## src/sv/hsd_pkg.sv

```systemverilog
// Shared constants, types and parity-check functions for the Hamming syndrome decoder.
package hsd_pkg;

    localparam int WORD_W   = 8;
    localparam int PCOUNT_W = 3;
    localparam int ROWS     = 4;
    localparam int SYN_W    = 4;

    localparam logic [PCOUNT_W-1:0] PCOUNT_MIN   = 3'd1;
    localparam logic [PCOUNT_W-1:0] PCOUNT_MAX   = 3'd4;
    localparam logic [PCOUNT_W-1:0] PCOUNT_RESET = 3'd4;

    // Parity-check rows as bit masks (bit c = column c), indexed by count-1, then row
    localparam logic [WORD_W-1:0] CHECK_ROWS [ROWS][ROWS] = '{
        '{8'h1F, 8'h00, 8'h00, 8'h00},
        '{8'h17, 8'h2E, 8'h00, 8'h00},
        '{8'h17, 8'h2E, 8'h4B, 8'h00},
        '{8'h17, 8'h2E, 8'h4B, 8'h8D}
    };

    // Code-length mask for each supported parity count
    localparam logic [WORD_W-1:0] LEN_MASK [ROWS] = '{8'h1F, 8'h3F, 8'h7F, 8'hFF};

    typedef struct packed {
        logic [WORD_W-1:0] corrected_word;
        logic              word_valid;
    } hsd_result_t;

    // Syndrome of a word against the selected matrix; unused rows give zero
    function automatic logic [SYN_W-1:0] hsd_syndrome(
        input logic [WORD_W-1:0] word,
        input logic [1:0]        row_sel
    );
        logic [SYN_W-1:0] syn;
        syn = '0;
        for (int r = 0; r < ROWS; r++) begin
            syn[r] = ^(word & CHECK_ROWS[row_sel][r]);
        end
        return syn;
    endfunction

    // True for a parity count the matrices cover
    function automatic logic hsd_supported(input logic [PCOUNT_W-1:0] pcount);
        return (pcount >= PCOUNT_MIN) && (pcount <= PCOUNT_MAX);
    endfunction

endpackage

```

## src/sv/hsd_core.sv

```systemverilog
// Combinational syndrome computation and single-bit correction for one codeword.
module hsd_core (
    input  logic [hsd_pkg::PCOUNT_W-1:0] parity_count,
    input  logic [hsd_pkg::WORD_W-1:0]   received_word,
    output hsd_pkg::hsd_result_t         result
);
    import hsd_pkg::*;

    logic [1:0]        row_sel;
    logic              supported;
    logic [WORD_W-1:0] masked_word;
    logic [SYN_W-1:0]  syn;
    logic [WORD_W-1:0] col_match;
    logic [WORD_W-1:0] flip_bit;

    assign row_sel     = 2'(parity_count - 3'd1);
    assign supported   = hsd_supported(parity_count);
    assign masked_word = received_word & LEN_MASK[row_sel];
    assign syn         = hsd_syndrome(masked_word, row_sel);

    // Compare the syndrome with every column; columns past the code length are all zero
    always_comb begin
        logic [SYN_W-1:0] col_syn;
        col_match = '0;
        for (int c = 0; c < WORD_W; c++) begin
            col_syn = '0;
            for (int r = 0; r < ROWS; r++) begin
                col_syn[r] = CHECK_ROWS[row_sel][r][c];
            end
            col_match[c] = (syn != '0) && (col_syn == syn);
        end
    end

    // Keep only the lowest matching column
    assign flip_bit = col_match & ~(col_match - 8'd1);

    // Correct the masked word for a supported count; pass the word through, marked invalid, for an unsupported count
    always_comb begin
        if (supported) begin
            result.corrected_word = masked_word ^ flip_bit;
            result.word_valid     = (syn == '0) || (col_match != '0);
        end else begin
            result.corrected_word = received_word;
            result.word_valid     = 1'b0;
        end
    end

endmodule

```

## src/sv/hamming_syndrome_decoder.sv

```systemverilog
// Top level: input register, syndrome decoder and result register with stream handshakes.
//
//  channel | direction | beat contents
//  s_      | in        | tdata[7:0] received_word
//  m_      | out       | tdata[7:0] corrected_word, tuser[0] word_valid
//  cfg_    | in        | wr_data[2:0] parity_count, written when wr_en is high
//
// One word per cycle sustained while m_tready stays high; the input register and the result
// register around the XOR trees lie between input beat and result beat.
// Reset clears both stage valid bits and sets parity_count to 4.
// A stall on m_tready holds the result register and backs up into the input
// register; s_tready drops only when both registers are full and blocked.
module hamming_syndrome_decoder (
    input  logic                         aclk,
    input  logic                         aresetn,
    input  logic                         cfg_wr_en,
    input  logic [hsd_pkg::PCOUNT_W-1:0] cfg_wr_data,   // parity_count
    input  logic                         s_tvalid,
    output logic                         s_tready,
    input  logic [hsd_pkg::WORD_W-1:0]   s_tdata,       // [7:0] received_word
    output logic                         m_tvalid,
    input  logic                         m_tready,
    output logic [hsd_pkg::WORD_W-1:0]   m_tdata,       // [7:0] corrected_word
    output logic                         m_tuser        // [0] word_valid
);
    import hsd_pkg::*;

    logic [PCOUNT_W-1:0] parity_count_reg;
    logic                in_valid_reg;
    logic [WORD_W-1:0]   in_word_reg;
    logic                out_valid_reg;
    hsd_result_t         out_result_reg;
    hsd_result_t         dec_result;
    logic                out_load;
    logic                in_load;

    // Advance the pipeline when the next stage is empty or draining
    assign out_load = !out_valid_reg || m_tready;
    assign s_tready = !in_valid_reg || out_load;
    assign in_load  = s_tvalid && s_tready;

    // Hold the parity count register
    always_ff @(posedge aclk) begin
        if (!aresetn) begin
            parity_count_reg <= PCOUNT_RESET;
        end else if (cfg_wr_en) begin
            parity_count_reg <= cfg_wr_data;
        end
    end

    // Input stage
    always_ff @(posedge aclk) begin
        if (!aresetn) begin
            in_valid_reg <= 1'b0;
        end else if (s_tready) begin
            in_valid_reg <= s_tvalid;
        end
    end

    always_ff @(posedge aclk) begin
        if (in_load) begin
            in_word_reg <= s_tdata;
        end
    end

    hsd_core u_core (
        .parity_count  (parity_count_reg),
        .received_word (in_word_reg),
        .result        (dec_result)
    );

    // Result stage
    always_ff @(posedge aclk) begin
        if (!aresetn) begin
            out_valid_reg <= 1'b0;
        end else if (out_load) begin
            out_valid_reg <= in_valid_reg;
        end
    end

    always_ff @(posedge aclk) begin
        if (out_load && in_valid_reg) begin
            out_result_reg <= dec_result;
        end
    end

    assign m_tvalid = out_valid_reg;
    assign m_tdata  = out_result_reg.corrected_word;
    assign m_tuser  = out_result_reg.word_valid;

`ifndef NO_ASSERTIONS
    // A word in the input stage moves on whenever the result stage is empty
    assert property (@(posedge aclk) disable iff (!aresetn)
        in_valid_reg && !out_valid_reg |=> out_valid_reg)
    else $error("input stage did not advance into empty result stage");

    // A result marked valid for a supported count has a zero syndrome
    assert property (@(posedge aclk) disable iff (!aresetn)
        m_tvalid && m_tuser && hsd_supported(parity_count_reg) |->
            hsd_syndrome(m_tdata, 2'(parity_count_reg - 3'd1)) == '0)
    else $error("valid result does not satisfy the parity checks");

    // Bits above the code length are cleared for a supported count
    assert property (@(posedge aclk) disable iff (!aresetn)
        m_tvalid && hsd_supported(parity_count_reg) |->
            (m_tdata & ~LEN_MASK[2'(parity_count_reg - 3'd1)]) == '0)
    else $error("result has bits set above the code length");

    // An unsupported count never yields a valid result
    assert property (@(posedge aclk) disable iff (!aresetn)
        m_tvalid && !hsd_supported(parity_count_reg) |-> !m_tuser)
    else $error("result marked valid for unsupported parity count");
`endif

endmodule

```

## config.mk

```make
export PLATFORM = sky130hd
export DESIGN_NAME = hamming_syndrome_decoder
export DESIGN_NICKNAME = d
export VERILOG_FILES = /design/src/sv/hsd_pkg.sv /design/src/sv/hsd_core.sv /design/src/sv/hamming_syndrome_decoder.sv
export SDC_FILE = /design/constraint.sdc
export NUM_CORES = 1
export LEC_CHECK = 0
export BUFFER_PORTS_ARGS = -buffer_cell sky130_fd_sc_hd__buf_2
export CAP_MARGIN = 20
export CELL_PAD_IN_SITES_DETAIL_PLACEMENT = 1
export CELL_PAD_IN_SITES_GLOBAL_PLACEMENT = 1
export CORE_MARGIN = 5
export CORE_UTILIZATION = 46
export CTS_CLUSTER_SIZE = 20
export DETAILED_ROUTE_END_ITERATION = 7
export PLACE_DENSITY = 0.89
export SYNTH_ARGS = -nofsm -noshare
export SYNTH_HDL_FRONTEND = slang
export SYNTH_SLANG_ARGS = --single-unit
export TNS_END_PERCENT = 5
```

## constraint.sdc

```tcl
create_clock -name aclk -period 4.35 [get_ports aclk]
set_input_delay 0.87 -clock aclk [delete_from_list [all_inputs] [get_ports aclk]]
set_output_delay 0.87 -clock aclk [all_outputs]
set_load 0.05 [all_outputs]
```

==> impl_metrics.py, run 1 <==
metrics = {
    "drt": {
        "dr.pass1.iters": 6,
        "drc_errors": 0,
        "wire_per_inst_um": 18.8,
        "finalWirelength_um": 3260,
        "drtIter0Drc": 30,
        "num_vias": 967,
        "postRouteAntennaNets": 0,
        "vias_per_cell": 5.59,
    },
    "final_layout": {
        "n_fill_cell": 311,
        "final_common_cell": "buf_2",
        "area_growth_pct": 13.3,
        "diodes": 0,
        "finalNonFillerCells": 173,
        "finalNetCount": 163,
        "drive_gt1_share_pct": 27.5,
        "final_cell_mix": "26 x buf_2, 17 x edfxtp_1, 11 x xor2_1, 10 x xnor2_1, 8 x nand2_1",
    },
    "floorplanning": {
        "die_w_um": 63.9,
        "start_util_pct": 48.4,
        "dieArea_sq_mm": 0.00408,
        "core_sq_mm": 0.00276,
        "dieHeight_um": 63.9,
        "rows": 19,
        "io_pins": 27,
    },
    "power": {
        "p_sw_share_pct": 36.8,
        "clock_power_share_pct": 17.5,
        "internal_power_mw": 0.350,
        "p_leak_nw": 0.583,
        "switchingPower_mw": 0.204,
        "p_comb_share_pct": 36.2,
        "p_per_area_mw_per_mm2": 366,
        "worst_ir_drop_vdd_v": 0.000229,
        "pwr-share-seq_pct": 46.3,
    },
    "worst_setup_path": {
        "cp_slowest_cell": "edfxtp_1",
        "end_kind": "flip-flop",
        "critical_path.max_fanout": 6,
        "regToRegStartpoint": "in_word_reg[2]$_DFFE_PP_",
        "ff2ff_path_depth": 6,
        "cp.required_ns": 4.41,
        "worstPathCellList": "xor2_2 > xnor2_1 > o22ai_1 > or3_4 > a2111oi_2 > xor2_1",
        "rr_endpoint": "m_tdata[3]$_DFFE_PP_",
        "max_stage_delay_ns": 0.54,
        "crit_type": "flip-flop to flip-flop",
        "worstPathArrival_ns": 2.70,
        "cp-start-kind": "flip-flop",
        "reg2reg_slack_ns": 1.72,
    },
    "sta": {
        "clock.fmax_mhz": 380,
        "drv_slew": 0,
        "rsz0062_at_grt": "false",
        "tns_ns": 0,
        "worst_pin_slew_ns": 0.877,
        "holdWs_ns": 0.547,
        "skew_ns": 0.00416,
        "max_slew_margin_pct": 41.4,
        "period_share_pct": 60.5,
        "setup_viol": 0,
        "hold_violations": 0,
        "min_period_ns": 2.63,
    },
    "hold_path": {
        "hold_path_class": "flip-flop to flip-flop",
        "hold_path.startpoint": "in_valid_reg$_SDFFE_PN0N_",
        "worstHoldPathCells": 1,
        "hold_path_end": "m_tvalid$_SDFFE_PN0P_",
    },
    "grt": {
        "grt_pass1_vias": 1107,
        "grt_usage_pct": 16.7,
        "grt_pass1_wl_um": 5370,
        "antenna_found_initial": 0,
        "grt_max_degree": 13,
        "grt.overflow.total": 0,
    },
    "synth": {
        "synth_cell_types": 36,
        "yosysTopAreaCell": "edfxtp_1",
        "synth_warnings": 0,
        "syn_inst": 115,
        "synth_seq_cells": 22,
        "ys.flop_type": "edfxtp_1",
        "synth_edf_count": 17,
        "synth_area_sq_mm": 0.00134,
        "post_synth.cell_area_avg_sq_um": 11.6,
        "async_reset_ff_share_pct": 0,
        "synthTopCellsByArea": "edfxtp_1 38%, dfxtp_1 7.5%, xor2_1 7.2%, xnor2_1 6.6%, ha_1 3.7%",
        "syn-num-nets": 135,
        "synth-seq-area-share_pct": 45.7,
        "synth_top_area_share_pct": 38.2,
    },
    "cts": {
        "clock_path_buffers": 2,
        "cts_resized": 0,
        "postCtsSetupRepairBufs": 0,
        "clock_latency_ns": 0.31,
        "numCtsBuffers": 3,
        "cts_max_level": 1,
        "cts_tree": "done",
        "cts.sinks": 22,
        "clkTransAtPathRegs_ns": 0.12,
        "cts_root_buf": "clkbuf_4",
        "cts_hold_buf": 0,
    },
    "place": {
        "place_inst": 169,
        "finalWeightedCongestion": 0.962,
        "io_buffers": 26,
        "hpwl_um": 2640,
    },
    "flow_run": {
        "cap_violations": 0,
    },
    "status": {
        "run_status": "finished clean",
    },
}
## layer usage
| metal | GRT usage (%) | vias to the layer above | part of all wire, % |
|---|---|---|---|
| met2 | 31.0 | 35 | 54 |
| met5 | 0 | - | 0 |
| met4 | 8.05 | 0 | 2.9 |
| met3 | 2.63 | 12 | 4.8 |
| met1 | 18.1 | 456 | 39 |
| li1 | - | 464 | - |
## Yosys cell counts (2+ instances only)
cell and count:
inv_1 6, a21oi_1 3, o21ai_0 3, xnor2_1 10
ha_1 4, nand2_1 8, nor2_1 6, nor2b_1 5
xor2_1 11, and2_1 4, mux2i_1 3, dfxtp_1 5
buf_2 2, nand4_1 3, a2111oi_2 3, o2111ai_1 2
xnor2_2 2, edfxtp_1 17
## cell type report
cell class | instances | area [sq um] | area share, %
clock buffer | 3 | 22.5 | 1.49
clock inverter | 1 | 3.75 | 0.248
inverter | 6 | 22.5 | 1.49
multi-input combinational | 84 | 684 | 45.2
sequential | 22 | 611 | 40.4
tap | 31 | 38.8 | 2.56
timing repair buffer | 26 | 130 | 8.60
## cells by family (layout without fill, tap and decap cells)
kind of cell,Yosys count,after routing,share of synthesized area (%)
fa+ha+maj,4,4,3.75
buf+inv,9,36,3.00
mux,3,3,2.25
compound gates,17,17,11.1
xor+xnor,25,25,19.5
simple gates,35,35,14.7
flops,22,22,45.7
## worst max-delay path, delay by kind of cell (launching register included)
| family | cells | cell delay (ns) |
|---|---|---|
| AOI/OAI and AO/OA | 2 | 0.62 |
| xor gates and xnor gates | 3 | 0.77 |
| DFF | 1 | 0.54 |
| and+or+nand+nor | 1 | 0.48 |
## power groups by stage
stage	clock network [mW]	logic, mW	registers, mW
CTS	0.103	0.199	0.257
detailed placement	0	0.198	0.262
finish	0.0971	0.200	0.257
floorplan	0	0.127	0.283
global placement	0	0.183	0.260
global route	0.112	0.215	0.259
## worst max-delay path by stage
stage	slack, ns	endpoint	cells past startpoint	from
finish	1.72	m_tdata[3]$_DFFE_PP_	6	in_word_reg[2]$_DFFE_PP_
global route	1.55	m_tdata[3]$_DFFE_PP_	6	in_word_reg[2]$_DFFE_PP_
CTS	1.71	m_tdata[3]$_DFFE_PP_	6	in_word_reg[2]$_DFFE_PP_
detailed placement	1.72	m_tdata[3]$_DFFE_PP_	6	in_word_reg[2]$_DFFE_PP_
global placement	1.97	m_tdata[3]$_DFFE_PP_	6	in_word_reg[2]$_DFFE_PP_
floorplan	2.05	m_tdata[3]$_DFFE_PP_	6	in_word_reg[2]$_DFFE_PP_
## through the flow
step	utilization, %	worst slack, ns	cell area [sq um]	power (mW)
2_1_floorplan	-	2.05	1340	0.410
3_3_place_gp	53.9	1.97	1490	0.443
3_5_place_dp	53.9	1.72	1490	0.460
4_1_cts	54.9	1.71	1510	0.558
5_1_grt	54.9	1.55	1510	0.585
6_report	54.9	1.72	1510	0.554
No activity file was read; power rests on OpenSTA's default activity.
==> run 2, diff against run 1 <==
- CORE_UTILIZATION: 46 -> 38
- PLACE_DENSITY: 0.89 -> 0.79
- clock period: 4.35 -> 2.12 ns (I/O delays scaled with it)
==> run 2 against run 1 <==
Hold slack lost 0.26 ns. Clock-buffer cell count grew 1. The flow now finishes with violations (setup timing). Final area grew 32%. Critical endpoint unchanged. Via count grew 17%. Largest cell class unchanged. Largest power group is now combinational logic. Worst setup slack lost 2.0 ns.
==> impl_metrics.py, run 2 (synthesis gave the netlist of run 1 again) <==
metrics = {
    "hold_path": {
        "worstHoldPathCells": 1,
        "hold_path.startpoint": "s_tdata[7]",
        "hold_path_class": "input pin to flip-flop",
        "hold_path_end": "in_word_reg[7]$_DFFE_PP_",
    },
    "worst_setup_path": {
        "max_stage_delay_ns": 0.53,
        "cp-start-kind": "flip-flop",
        "critical_path.most_common_cell": "a2111oi_4",
        "cp.required_ns": 2.18,
        "ff2ff_path_depth": 6,
        "critical_path.max_fanout": 5,
        "reg2reg_slack_ns": -0.25,
        "worstPathArrival_ns": 2.44,
        "cp_slowest_cell": "edfxtp_1",
        "end_kind": "flip-flop",
        "worstPathCellList": "xor2_2 > xnor2_4 > a2111oi_4 > a2111oi_4 > a2111oi_4 > xor2_1",
        "crit_type": "flip-flop to flip-flop",
        "rr_endpoint": "m_tdata[3]$_DFFE_PP_",
        "regToRegStartpoint": "in_word_reg[3]$_DFFE_PP_",
    },
    "floorplanning": {
        "rows": 21,
        "die_w_um": 69.3,
        "start_util_pct": 39.7,
        "dieArea_sq_mm": 0.00480,
        "core_sq_mm": 0.00336,
        "dieHeight_um": 69.3,
        "io_pins": 27,
    },
    "sta": {
        "skew_ns": 0.00203,
        "clock.fmax_mhz": 421,
        "hold_violations": 0,
        "rsz0062_at_grt": "true",
        "worst_pin_slew_ns": 0.901,
        "max_slew_margin_pct": 39.8,
        "tns_ns": -1.38,
        "setup_viol": 8,
        "period_share_pct": 112,
        "holdWs_ns": 0.286,
        "drv_slew": 0,
        "min_period_ns": 2.37,
        "setup_slack_ns": -0.253,
    },
    "drt": {
        "wire_per_inst_um": 18.4,
        "finalWirelength_um": 4080,
        "postRouteAntennaNets": 0,
        "vias_per_cell": 5.08,
        "drtIter0Drc": 39,
        "drc_errors": 0,
        "num_vias": 1128,
        "dr.pass1.iters": 4,
    },
    "cts": {
        "clock_path_buffers": 2,
        "cts_tree": "done",
        "clock_latency_ns": 0.30,
        "clkTransAtPathRegs_ns": 0.12,
        "cts.sinks": 22,
        "numCtsBuffers": 3,
        "cts_root_buf": "clkbuf_4",
        "cts_hold_buf": 0,
        "cts_max_level": 1,
    },
    "power": {
        "p_total_mw": 1.45,
        "p_leak_nw": 0.814,
        "p_per_area_mw_per_mm2": 727,
        "worst_ir_drop_vdd_v": 0.000450,
    },
    "final_layout": {
        "drive_gt1_share_pct": 50.6,
        "finalNetCount": 197,
        "utilization_pct": 59.4,
        "diodes": 0,
        "area_growth_pct": 49.7,
        "final_common_cell": "buf_4",
        "multi_input_area_sq_um": 867,
        "ff_latch_area_sq_um": 611,
        "n_fill_cell": 379,
        "final_cell_mix": "32 x buf_4, 26 x buf_2, 17 x edfxtp_1, 8 x xor2_1, 8 x nand2_1",
    },
    "grt": {
        "grt_pass1_wl_um": 6800,
        "grt_usage_pct": 18.1,
        "antenna_found_initial": 0,
        "grt_pass1_vias": 1336,
        "grt.overflow.total": 0,
        "grt_max_degree": 14,
    },
    "place": {
        "io_buffers": 26,
        "finalWeightedCongestion": 0.888,
        "hpwl_um": 3000,
    },
    "flow_run": {
        "cap_violations": 0,
    },
    "status": {
        "run_status": "complete, but fails checks",
        "violations": "setup timing",
    },
}
run 2: cell types whose count changed in the layout (fill, tap and decap cells not counted), moves of 2 or more:
cell | before | now
buf_4 | 0 | 32
xnor2_1 | 10 | 5
a2111oi_2 | 3 | 0
a2111oi_4 | 0 | 3
xnor2_4 | 1 | 4
xor2_1 | 11 | 8
xor2_2 | 1 | 4
buf_6 | 0 | 2
xnor2_2 | 2 | 4
run 2: routing by layer:
layer / vias up / wire length [um] / GRT usage, % / share of wire, %
li1: 529 / - / - / -
met1: 553 / 1470 / 19.2 / 36
met2: 36 / 2290 / 35.2 / 56
met3: 10 / 194 / 4.06 / 4.8
met4: 0 / 115 / 4.77 / 2.8
met5: - / 0 / 0 / 0
run 2: worst max-delay path by stage:
stage                           endpoint                     start  cells past startpoint  slack, ns
global route        m_tdata[3]$_DFFE_PP_  in_word_reg[1]$_DFFE_PP_                      7      -0.33
global placement    m_tdata[2]$_DFFE_PP_  in_word_reg[3]$_DFFE_PP_                      7      -0.13
CTS                 m_tdata[3]$_DFFE_PP_  in_word_reg[1]$_DFFE_PP_                      7      -0.15
floorplan           m_tdata[3]$_DFFE_PP_  in_word_reg[0]$_DFFE_PP_                      6      0.002
finish              m_tdata[3]$_DFFE_PP_  in_word_reg[3]$_DFFE_PP_                      6      -0.25
detailed placement  m_tdata[2]$_DFFE_PP_  in_word_reg[3]$_DFFE_PP_                      7      -0.22
run 2: where the power goes:
part | total [mW] | switching, mW | internal [mW]
Clock | 0.270 | 0.126 | 0.144
Combinational | 0.658 | 0.362 | 0.296
Sequential | 0.526 | 0.0217 | 0.504
Total | 1.45 | 0.510 | 0.944
run 2: critical path: cells and delay by family (launching register included):
family          cells  cell delay, ns
compound gates      3            0.99
xor+xnor            3            0.61
flops               1            0.53
run 2: metrics by stage:
step	instances	setup slack (ns)	area (sq um)
CTS	222	-0.154	1990
finish	222	-0.253	2000
detailed placement	210	-0.220	1780
global route	222	-0.334	2000
global placement	210	-0.126	1780
floorplan	115	0.00185	1420
run 2: what timing repair did:
item,4_1_cts,5_1_grt
setup endpoints to repair,8,9
setup buffers,8,0
resized for setup,14,2
pin swaps,15,2
run 2: layout make-up:
type | instances | share of cell area (%)
well taps | 46 | 2.88
inverters | 6 | 1.13
multi-input cells | 84 | 43.4
flip-flops and latches | 22 | 30.6
repair buffers | 60 | 19.7
clock buffers | 4 | 2.38
